**config.mk**
```make
export PLATFORM = sky130hd
export DESIGN_NAME = ring_point_placer
export DESIGN_NICKNAME = d
export VERILOG_FILES = /design/src/design/rpp_pkg.sv /design/src/design/rpp_div_step.sv /design/src/design/rpp_cordic.sv /design/src/design/ring_point_placer.sv
export VERILOG_INCLUDE_DIRS = /design/src /design/src/design
export SDC_FILE = /design/constraint.sdc
export NUM_CORES = 2
export LEC_CHECK = 0
export BUFFER_PORTS_ARGS = -buffer_cell sky130_fd_sc_hd__buf_2
export CAP_MARGIN = 15
export CORE_ASPECT_RATIO = 1.2
export CORE_MARGIN = 2
export CORE_UTILIZATION = 36
export DETAILED_ROUTE_END_ITERATION = 12
export PLACE_DENSITY = 0.55
export SYNTH_ARGS = -nofsm -noshare
export SYNTH_HDL_FRONTEND = slang
export SYNTH_SLANG_ARGS = --single-unit
export TNS_END_PERCENT = 50
```
**constraint.sdc**
```tcl
create_clock -name clk -period 17.3 [get_ports clk]
set_clock_uncertainty 0.2 [all_clocks]
set_input_delay 3.46 -clock clk [delete_from_list [all_inputs] [get_ports clk]]
set_output_delay 3.46 -clock clk [all_outputs]
set_load 0.01 [all_outputs]
```
**src/design/assert_macros.svh**
```systemverilog
// Assertion macros shared by the ring point placer RTL.
`ifndef ASSERT_MACROS_SVH
`define ASSERT_MACROS_SVH

// Implication checked in the same cycle.
`define RPP_ASSERT_NOW(label, ante, cons, msg) \
  label: assert property (@(posedge clk) disable iff (!rst_n) (ante) |-> (cons)) \
    else $error(msg);

// Implication whose consequent is checked in the next cycle.
`define RPP_ASSERT_NEXT(label, ante, cons, msg) \
  label: assert property (@(posedge clk) disable iff (!rst_n) (ante) |=> (cons)) \
    else $error(msg);

`endif

```
**src/design/rpp_pkg.sv**
```systemverilog
// Package for the ring point placer: constants, register indexes, shared types.
package rpp_pkg;

  localparam int unsigned LENGTH_BITS_DEF  = 24;
  localparam int unsigned CORDIC_STEPS_DEF = 20;

  localparam int unsigned REG_W   = 24;
  localparam int unsigned ARC_W   = 32;
  localparam int unsigned POS_W   = 25;
  localparam int unsigned ANGLE_W = 18;
  localparam int unsigned MAG_W   = 17;

  localparam logic [29:0]      GAIN_Q30    = 30'd652032874;
  localparam logic [30:0]      HALF_PI_Q30 = 31'd1686629713;
  localparam logic [MAG_W-1:0] FULL_TURN   = 17'd92160;

  typedef enum logic [1:0] {
    REG_RADIUS = 2'd0,
    REG_TOTAL  = 2'd1,
    REG_OFFSET = 2'd2,
    REG_SPARE  = 2'd3
  } reg_idx_t;

  // Request from the sequencer to the CORDIC unit.
  typedef struct packed {
    logic              start;
    logic [ARC_W-1:0]  frac;
  } cord_req_t;

  function automatic logic [29:0] atan_lut(input logic [4:0] idx);
    logic [29:0] v;
    case (idx)
      5'd0:  v = 30'd843314857;
      5'd1:  v = 30'd497837829;
      5'd2:  v = 30'd263043837;
      5'd3:  v = 30'd133525159;
      5'd4:  v = 30'd67021687;
      5'd5:  v = 30'd33543516;
      5'd6:  v = 30'd16775851;
      5'd7:  v = 30'd8388437;
      5'd8:  v = 30'd4194283;
      5'd9:  v = 30'd2097149;
      5'd10: v = 30'd1048576;
      5'd11: v = 30'd524288;
      5'd12: v = 30'd262144;
      5'd13: v = 30'd131072;
      5'd14: v = 30'd65536;
      5'd15: v = 30'd32768;
      5'd16: v = 30'd16384;
      5'd17: v = 30'd8192;
      5'd18: v = 30'd4096;
      5'd19: v = 30'd2048;
      5'd20: v = 30'd1024;
      5'd21: v = 30'd512;
      5'd22: v = 30'd256;
      5'd23: v = 30'd128;
      5'd24: v = 30'd64;
      5'd25: v = 30'd32;
      5'd26: v = 30'd16;
      5'd27: v = 30'd8;
      5'd28: v = 30'd4;
      5'd29: v = 30'd2;
      5'd30: v = 30'd1;
      default: v = 30'd0;
    endcase
    return v;
  endfunction

endpackage

```
**src/design/rpp_div_step.sv**
```systemverilog
// One restoring division step: shift in a numerator bit and trial-subtract the divisor.
module rpp_div_step (
  input  logic [rpp_pkg::REG_W-1:0] rem_in,
  input  logic                      bit_in,
  input  logic [rpp_pkg::REG_W-1:0] divisor,
  output logic [rpp_pkg::REG_W-1:0] rem_out,
  output logic                      q_bit
);
  import rpp_pkg::*;

  logic [REG_W:0] trial;
  logic [REG_W:0] diff;

  assign trial   = {rem_in, bit_in};
  assign diff    = trial - {1'b0, divisor};
  assign q_bit   = (trial >= {1'b0, divisor});
  assign rem_out = q_bit ? diff[REG_W-1:0] : trial[REG_W-1:0];
endmodule

```
**src/design/rpp_cordic.sv**
```systemverilog
// Iterative CORDIC rotation with quadrant fold, rounding and saturation of the position.
module rpp_cordic #(
  parameter int unsigned CORDIC_STEPS = rpp_pkg::CORDIC_STEPS_DEF
) (
  input  logic                             clk,
  input  logic                             rst_n,
  input  rpp_pkg::cord_req_t               req,
  input  logic [rpp_pkg::REG_W-1:0]        radius,
  output logic                             done,
  output logic signed [rpp_pkg::POS_W-1:0] x_out,
  output logic signed [rpp_pkg::POS_W-1:0] y_out
);
  import rpp_pkg::*;

  localparam int unsigned IW = (CORDIC_STEPS > 1) ? $clog2(CORDIC_STEPS) : 1;
  localparam int unsigned VW = 47;
  localparam int unsigned ZW = 33;
  localparam logic [IW-1:0] LAST_STEP = IW'(CORDIC_STEPS - 1);

  typedef enum logic [1:0] {C_IDLE, C_MUL, C_RUN, C_PACK} cstate_t;

  cstate_t              state_r;
  logic [ARC_W-1:0]     frac_r;
  logic [IW-1:0]        i_r;
  logic signed [VW-1:0] x_r, y_r;
  logic signed [ZW-1:0] z_r;
  logic                 done_r;
  logic signed [POS_W-1:0] x_out_r, y_out_r;

  logic [53:0]          gain_prod;
  logic [60:0]          ang_prod;
  logic signed [VW-1:0] dx, dy;
  logic signed [ZW-1:0] at;
  logic signed [VW-1:0] c_val, s_val;

  function automatic logic signed [POS_W-1:0] pack_pos(input logic signed [VW-1:0] v);
    logic signed [VW-1:0] t;
    logic signed [VW-1:0] r;
    logic signed [POS_W-1:0] res;
    t = v + VW'(524288);
    r = t >>> 20;
    if (r > VW'(16777215)) begin
      res = POS_W'(16777215);
    end else if (r < -VW'(16777215)) begin
      res = -POS_W'(16777215);
    end else begin
      res = r[POS_W-1:0];
    end
    return res;
  endfunction

  assign gain_prod = radius * GAIN_Q30;
  assign ang_prod  = frac_r[29:0] * HALF_PI_Q30;
  assign dx        = y_r >>> i_r;
  assign dy        = x_r >>> i_r;
  assign at        = $signed({3'b000, atan_lut(5'(i_r))});

  always_comb begin
    case (frac_r[31:30])
      2'd0: begin
        c_val = x_r;
        s_val = y_r;
      end
      2'd1: begin
        c_val = -y_r;
        s_val = x_r;
      end
      2'd2: begin
        c_val = -x_r;
        s_val = -y_r;
      end
      default: begin
        c_val = y_r;
        s_val = -x_r;
      end
    endcase
  end

  always_ff @(posedge clk) begin
    if (!rst_n) begin
      state_r <= C_IDLE;
      done_r  <= 1'b0;
      i_r     <= '0;
    end else begin
      done_r <= (state_r == C_PACK);
      case (state_r)
        C_IDLE: begin
          if (req.start) begin
            frac_r  <= req.frac;
            state_r <= C_MUL;
          end
        end
        C_MUL: begin
          x_r     <= $signed({3'b000, gain_prod[53:10]});
          y_r     <= '0;
          z_r     <= $signed({2'b00, ang_prod[60:30]});
          i_r     <= '0;
          state_r <= C_RUN;
        end
        C_RUN: begin
          if (!z_r[ZW-1]) begin
            x_r <= x_r - dx;
            y_r <= y_r + dy;
            z_r <= z_r - at;
          end else begin
            x_r <= x_r + dx;
            y_r <= y_r - dy;
            z_r <= z_r + at;
          end
          i_r <= i_r + 1'b1;
          if (i_r == LAST_STEP) begin
            state_r <= C_PACK;
          end
        end
        C_PACK: begin
          x_out_r <= pack_pos(c_val);
          y_out_r <= pack_pos(s_val);
          state_r <= C_IDLE;
        end
        default: state_r <= C_IDLE;
      endcase
    end
  end

  assign done  = done_r;
  assign x_out = x_out_r;
  assign y_out = y_out_r;
endmodule

```
**src/design/ring_point_placer.sv**
```systemverilog
// Ring point placer: arc bookkeeping, shared bit-serial divider sequencer and output word.
// Each accepted word passes setup, an angle division (only when the arc is inside the first turn
// and not a ring start), the modulo and fraction divisions, the CORDIC unit and the hold state.
// A new word is taken only once the previous one is in the output register: in_stall falls as
// out_valid rises, and an out_stall on an unread word keeps the block in the hold state.
// Reset (synchronous, rst_n low) sets radius 0, total 256, offset 0, clears the running arc.
module ring_point_placer #(
  parameter int unsigned LENGTH_BITS  = rpp_pkg::LENGTH_BITS_DEF,
  parameter int unsigned CORDIC_STEPS = rpp_pkg::CORDIC_STEPS_DEF
) (
  input  logic                               clk,
  input  logic                               rst_n,
  input  logic                               cfg_we,
  input  logic [1:0]                         cfg_index,
  input  logic [rpp_pkg::REG_W-1:0]          cfg_data,
  input  logic                               in_valid,
  output logic                               in_stall,
  input  logic [LENGTH_BITS-1:0]             in_segment_length,
  input  logic                               in_first_of_ring,
  output logic                               out_valid,
  input  logic                               out_stall,
  output logic signed [rpp_pkg::POS_W-1:0]   out_x_pos,
  output logic signed [rpp_pkg::POS_W-1:0]   out_y_pos,
  output logic signed [rpp_pkg::ANGLE_W-1:0] out_rotate_angle
);
  import rpp_pkg::*;

  localparam int unsigned NUM_W = 41;
  localparam logic [5:0]  ANG_LAST = 6'(NUM_W - 1);
  localparam logic [5:0]  DIV_LAST = 6'(ARC_W - 1);

  typedef enum logic [2:0] {
    ST_IDLE, ST_SETUP, ST_ANG, ST_MOD, ST_FRAC, ST_CORD, ST_HOLD
  } state_t;

  state_t                 state_r;
  logic [REG_W-1:0]       radius_r, total_r, offset_r;
  logic [LENGTH_BITS-1:0] prev_r;
  logic [ARC_W-1:0]       arc_sum_r, arc_r;
  logic                   first_r;
  logic [NUM_W-1:0]       num_r;
  logic [REG_W-1:0]       rem_r;
  logic [ARC_W-1:0]       q_r;
  logic [MAG_W-1:0]       mag_r;
  logic [5:0]             cnt_r;
  logic                   out_valid_r;
  logic signed [POS_W-1:0]   x_r, y_r;
  logic signed [ANGLE_W-1:0] angle_r;

  logic [REG_W-1:0]       tot;
  logic [LENGTH_BITS:0]   len_sum;
  logic [ARC_W:0]         arc_grow;
  logic [ARC_W-1:0]       arc_sat;
  logic [48:0]            ang_num;
  logic                   ds_bit;
  logic [REG_W-1:0]       ds_rem;
  logic                   ds_q;
  logic                   in_acc;
  logic                   out_free;
  cord_req_t              cord_req;
  logic                   cord_done;
  logic signed [POS_W-1:0] cord_x, cord_y;

  assign tot      = (total_r == '0) ? REG_W'(1) : total_r;
  assign len_sum  = {1'b0, in_segment_length} + {1'b0, prev_r};
  assign arc_grow = {1'b0, arc_sum_r} + (ARC_W + 1)'(len_sum[LENGTH_BITS:1]);
  assign arc_sat  = arc_grow[ARC_W] ? '1 : arc_grow[ARC_W-1:0];
  assign ang_num  = arc_sum_r * FULL_TURN;
  assign in_acc   = in_valid && !in_stall;
  assign out_free = !out_valid_r || !out_stall;

  // The fraction pass feeds zeros; the other passes shift in numerator bits.
  assign ds_bit = (state_r == ST_FRAC) ? 1'b0 : num_r[NUM_W-1];

  rpp_div_step u_div_step (
    .rem_in  (rem_r),
    .bit_in  (ds_bit),
    .divisor (tot),
    .rem_out (ds_rem),
    .q_bit   (ds_q)
  );

  assign cord_req.start = (state_r == ST_FRAC) && (cnt_r == DIV_LAST);
  assign cord_req.frac  = {q_r[ARC_W-2:0], ds_q};

  rpp_cordic #(
    .CORDIC_STEPS (CORDIC_STEPS)
  ) u_cordic (
    .clk    (clk),
    .rst_n  (rst_n),
    .req    (cord_req),
    .radius (radius_r),
    .done   (cord_done),
    .x_out  (cord_x),
    .y_out  (cord_y)
  );

  always_ff @(posedge clk) begin
    if (!rst_n) begin
      state_r     <= ST_IDLE;
      radius_r    <= '0;
      total_r     <= REG_W'(256);
      offset_r    <= '0;
      prev_r      <= '0;
      arc_sum_r   <= '0;
      cnt_r       <= '0;
      out_valid_r <= 1'b0;
    end else begin
      if (cfg_we) begin
        case (cfg_index)
          REG_RADIUS: radius_r <= cfg_data;
          REG_TOTAL:  total_r  <= cfg_data;
          REG_OFFSET: offset_r <= cfg_data;
          default: ;
        endcase
      end

      // The hold state reloads the output word itself.
      if (out_valid_r && !out_stall && (state_r != ST_HOLD)) begin
        out_valid_r <= 1'b0;
      end

      case (state_r)
        ST_IDLE: begin
          if (in_acc) begin
            prev_r  <= in_segment_length;
            first_r <= in_first_of_ring;
            if (in_first_of_ring) begin
              arc_sum_r <= '0;
              arc_r     <= ARC_W'(offset_r);
            end else begin
              arc_sum_r <= arc_sat;
              arc_r     <= arc_sat;
            end
            state_r <= ST_SETUP;
          end
        end
        ST_SETUP: begin
          rem_r <= '0;
          cnt_r <= '0;
          if (first_r || (arc_sum_r >= ARC_W'(tot))) begin
            mag_r   <= first_r ? '0 : FULL_TURN;
            num_r   <= {arc_r, (NUM_W - ARC_W)'(0)};
            state_r <= ST_MOD;
          end else begin
            // Arc below one turn, so the product fits the numerator register.
            num_r   <= ang_num[NUM_W-1:0];
            state_r <= ST_ANG;
          end
        end
        ST_ANG: begin
          q_r <= {q_r[ARC_W-2:0], ds_q};
          if (cnt_r == ANG_LAST) begin
            mag_r   <= {q_r[MAG_W-2:0], ds_q};
            rem_r   <= '0;
            cnt_r   <= '0;
            num_r   <= {arc_r, (NUM_W - ARC_W)'(0)};
            state_r <= ST_MOD;
          end else begin
            rem_r <= ds_rem;
            num_r <= num_r << 1;
            cnt_r <= cnt_r + 1'b1;
          end
        end
        ST_MOD: begin
          rem_r <= ds_rem;
          num_r <= num_r << 1;
          if (cnt_r == DIV_LAST) begin
            cnt_r   <= '0;
            state_r <= ST_FRAC;
          end else begin
            cnt_r <= cnt_r + 1'b1;
          end
        end
        ST_FRAC: begin
          rem_r <= ds_rem;
          q_r   <= {q_r[ARC_W-2:0], ds_q};
          if (cnt_r == DIV_LAST) begin
            cnt_r   <= '0;
            state_r <= ST_CORD;
          end else begin
            cnt_r <= cnt_r + 1'b1;
          end
        end
        ST_CORD: begin
          if (cord_done) begin
            state_r <= ST_HOLD;
          end
        end
        ST_HOLD: begin
          if (out_free) begin
            out_valid_r <= 1'b1;
            x_r         <= cord_x;
            y_r         <= cord_y;
            angle_r     <= ANGLE_W'(-$signed({2'b00, mag_r}));
            state_r     <= ST_IDLE;
          end
        end
        default: state_r <= ST_IDLE;
      endcase
    end
  end

  assign in_stall         = (state_r != ST_IDLE);
  assign out_valid        = out_valid_r;
  assign out_x_pos        = x_r;
  assign out_y_pos        = y_r;
  assign out_rotate_angle = angle_r;

  `include "assert_macros.svh"

  `RPP_ASSERT_NEXT(a_busy_after_accept, in_valid && !in_stall, in_stall, "accepted word did not make the block busy")
  `RPP_ASSERT_NOW(a_cordic_done_when_waiting, cord_done, state_r == ST_CORD, "CORDIC finished outside its wait state")
  `RPP_ASSERT_NOW(a_angle_range, out_valid, (out_rotate_angle <= 0) && (out_rotate_angle >= -92160), "rotation angle out of range")
endmodule

```
==> results by group <==
Route
  • Average routed wire per standard cell: a little under 20 µm
  • WL final: 200.2 mm
  • Via count: 54493
  • Final antenna-violating net count: 0
  • DRC Markers: 0
  • TritonRoute pass-1 iters: 6
  • Number of DRC violations after detailed-routing iteration 0: 3505
  • Via density: 5.262

Floorplanning
  • Die Span Y: roughly 500 µm
  • Core box area: just over 200000 µm²
  • Die Area: 206300 µm²
  • Rows: 181
  • Starting Density: 36.12%
  • Total I/O pin count: between 100 and 150
  • Die Wd: just over 400 µm

Synthesis
  • EDFF count, synth: ~410
  • Synth Register Bits: 590
  • Synthesis Warnings: 0
  • Synth Net Count: slightly above 9000
  • Post-synthesis sequential area ratio: between 20% and 30%
  • Syn avg cell area: around 9.5 µm²
  • Syn Inst Count: 7662
  • Post-synthesis cell area: 72960 µm²
  • Top_reg_cell synth: edfxtp_1
  • Asr flop ratio synth: 0%
  • Distinct cells, synth: 110

Critical path
  • R2R Setup Slk: 8.03 ns
  • RR Startpoint: u_cordic.frac_r[13]
  • Most used cell, CP: fa_1
  • Setup crit start kind: flop
  • Required @ worst endpoint: around 18 ns
  • Arr. time, crit path: roughly 9.5 ns
  • Largest stage delay on the critical path: 0.70 ns
  • Worst R2R Path Depth: 29
  • Crit-path max FO: 8
  • Worst r2r dst: u_cordic.z_r[30]
  • Setup crit end kind: flop
  • Crit path max-delay cell type: edfxtp_1
  • Crit Path Class: reg2reg

Clock network
  • Post-cts resize count: 0
  • CTS tree: built
  • H-tree levels: 3
  • Setup Buffers After CTS: 0
  • Clock tree buffer depth: 3
  • Total CTS buffers: 73
  • Num Clock Sinks: 590
  • Hold Buf Count CTS: 0
  • Worst-skew pair later-pin latency: roughly 0.74 ns
  • Clock-pin slew on the worst setup and hold paths: 0.07 ns
  • Root buffer cell: clkbuf_16

Final layout
  • Share of layout cells above drive strength 1: 7.468%
  • Fill count: 20191
  • Most frequent cells in the layout: inv_1 (1132), ha_1 (875), fa_1 (688), nand2_1 (639), a21oi_1 (438)
  • Post-route cell area: 78760 µm²
  • Most common cell after layout, fill and taps aside: inv_1
  • Fin nets: 9260
  • Sequential Area: 15970 µm²
  • Post-Layout Cell Count: 10355
  • Multi-input logic area: just over 50000 µm²
  • Area Growth Syn to Fin: 7.942%

STA
  • Slew at the pin closest to its max-slew limit: 1.092 ns
  • Fin worst setup slack: 8.027 ns
  • Tmin final: 9.273 ns
  • Fin crit share: 53.60%
  • Fin Setup TNS: 0 ns
  • Final setup fails: 0
  • Final Hold Violating Endpoints: 0
  • Slew headroom: a little over a quarter
  • Fmax: about 0.11 GHz
  • Unrepaired setup endpoints after global routing: false
  • Final Slew Violations: 0

Power
  • Flop pwr share: 28.8%
  • P_sw: approximately 0.0029 W
  • Power Dens Cells: 88.30 nW/µm²
  • Internal cell power: 0.004091 W
  • Logic pwr share: 48.3%
  • Clock power frac: 22.9%
  • Peak supply drop: 0.00009819 V
  • Final total power: 0.006954 W
  • Lkg Pwr: 35.28 nW
  • Sw Share: 41.17%

Global route
  • Initial antenna violation count: 4
  • Aggregate global routing overflow: 0
  • GRT Overall Usage: about a fifth
  • First-pass GRT wire length: 319.4 mm
  • Largest net degree at the start of global routing: 127
  • Vias in the first global route: 56375

Hold path
  • Hold EP: out_y_pos[24]
  • Worst Hold Path Cells: 0
  • Hold_sp: u_cordic.y_out[24]
  • Hold/Removal Path Class: reg2reg

Placement
  • I/O Buffers: around 130
  • Area post-placement: 76230 µm²
  • Pre-CTS setup slack: 7.732 ns
  • DP HPWL: 162.8 mm
  • Gp weighted congestion: 0.9341
  • Cell total after placement: 10217

Run
  • Max Cap Violations: 0

Run status
  • Outcome: complete, no violations
## registers in the layout, summed over array words and instances, names as in the netlist, 25 cells and up
name and count:
arc_r 32, arc_sum_r 32, u_cordic.y_out 25, u_cordic.frac_r 32, q_r 31, num_r 32
u_cordic.at 30, u_cordic.z_r 33, u_cordic.x_r 47, u_cordic.y_r 47, out_y_pos 25, out_x_pos 25
u_cordic.x_out 25
## layout make-up
cell class | instances | share of cell area [%]
Multi-Input combinational cell | 5660 | 65.56
Sequential cell | 590 | 20.27
Inverter | 1138 | 5.424
Tap cell | 2653 | 4.215
Clock buffer | 92 | 2.531
Timing Repair Buffer | 177 | 1.335
Clock inverter | 43 | 0.6514
Antenna cell | 2 | 0.006355
## kinds of logic (layout without fill, tap and decap cells)
group,Yosys count,after routing,synth area share (%)
flops,590,590,21.87
xor+xnor,484,484,5.810
fa+ha+maj,1565,1565,33.91
other cells,0,2,0
compound gates,1523,1523,13.48
mux,245,245,5.386
buf+inv,1412,1450,7.456
simple gates,1843,1843,12.08
## synth_stat cells (all sizes together), types with 42 or more instances
cell type | number | area, µm²
buf | 76 | 425.4
dfxtp | 176 | 3523
inv | 1135 | 4260
o21ai | 323 | 1662
edfxtp | 414 | 12430
and3 | 50 | 312.8
mux2 | 42 | 473.0
nor2b | 64 | 400.4
mux4 | 113 | 2545
nand3 | 122 | 620.6
nand2 | 640 | 2402
xnor2 | 277 | 2426
a21o | 136 | 1021
nor2 | 437 | 1653
o31ai | 48 | 380.4
nor3 | 157 | 800.8
fa | 688 | 13770
or3 | 51 | 319.1
a21boi | 111 | 833.3
nor4 | 45 | 327.8
ha | 876 | 10960
a21oi | 442 | 2223
clkbuf | 198 | 743.2
o21a | 67 | 503.0
a211oi | 45 | 342.8
nand2b | 54 | 337.8
and2 | 73 | 458.0
mux2i | 90 | 912.1
a31oi | 75 | 469.2
xor2 | 207 | 1813
## critical path, delay by kind of cell (launching register included)
family          cells  cell delay [ns]
xor+xnor            1             0.13
fa+ha+maj           9             4.18
flops               1             0.70
buf+inv             6             0.49
compound gates     11             2.98
simple gates        2             0.28
## routing by layer
| metal | global-route usage [%] | vias to the layer above | part of all wire, % |
|---|---|---|---|
| met5 | 0 | - | 0 |
| met4 | 6.929 | 0 | 3.6 |
| met3 | 1.785 | 304 | 3.5 |
| met2 | 34.13 | 1137 | 50 |
| met1 | 24.95 | 26740 | 43 |
| li1 | - | 26312 | - |
## power by group through the flow
stage	clock (W)	combinational, W	sequential [W]
floorplan	0	0.00262	0.00191
global placement	0	0.00330	0.00202
detailed placement	0	0.00334	0.00203
CTS	0.00165	0.00337	0.00200
global route	0.00170	0.00382	0.00202
finish	0.00160	0.00336	0.00200
## worst max-delay path by stage
stage / endpoint / cells after the start / slack, ns / startpoint
after global placement: arc_r[4] / 23 / 7.85 / in_segment_length[0]
after global routing: u_cordic.z_r[30] / 29 / 7.35 / u_cordic.frac_r[13]
after floorplan: out_rotate_angle[0] / 5 / 7.64 / rst_n
final: u_cordic.z_r[30] / 29 / 8.03 / u_cordic.frac_r[13]
after detailed placement: arc_r[2] / 23 / 7.73 / in_segment_length[0]
after CTS: u_cordic.z_r[30] / 29 / 7.93 / u_cordic.frac_r[13]
## metrics by stage
stage	utilization, %	hold WS (ns)
4_1_cts	38.98	0.2184
6_report	38.99	0.2176
3_5_place_dp	37.74	0.2045
3_3_place_gp	37.74	0.2037
5_1_grt	38.99	0.2306
2_1_floorplan	-	0.2003
(Power assumes the default switching activity.)
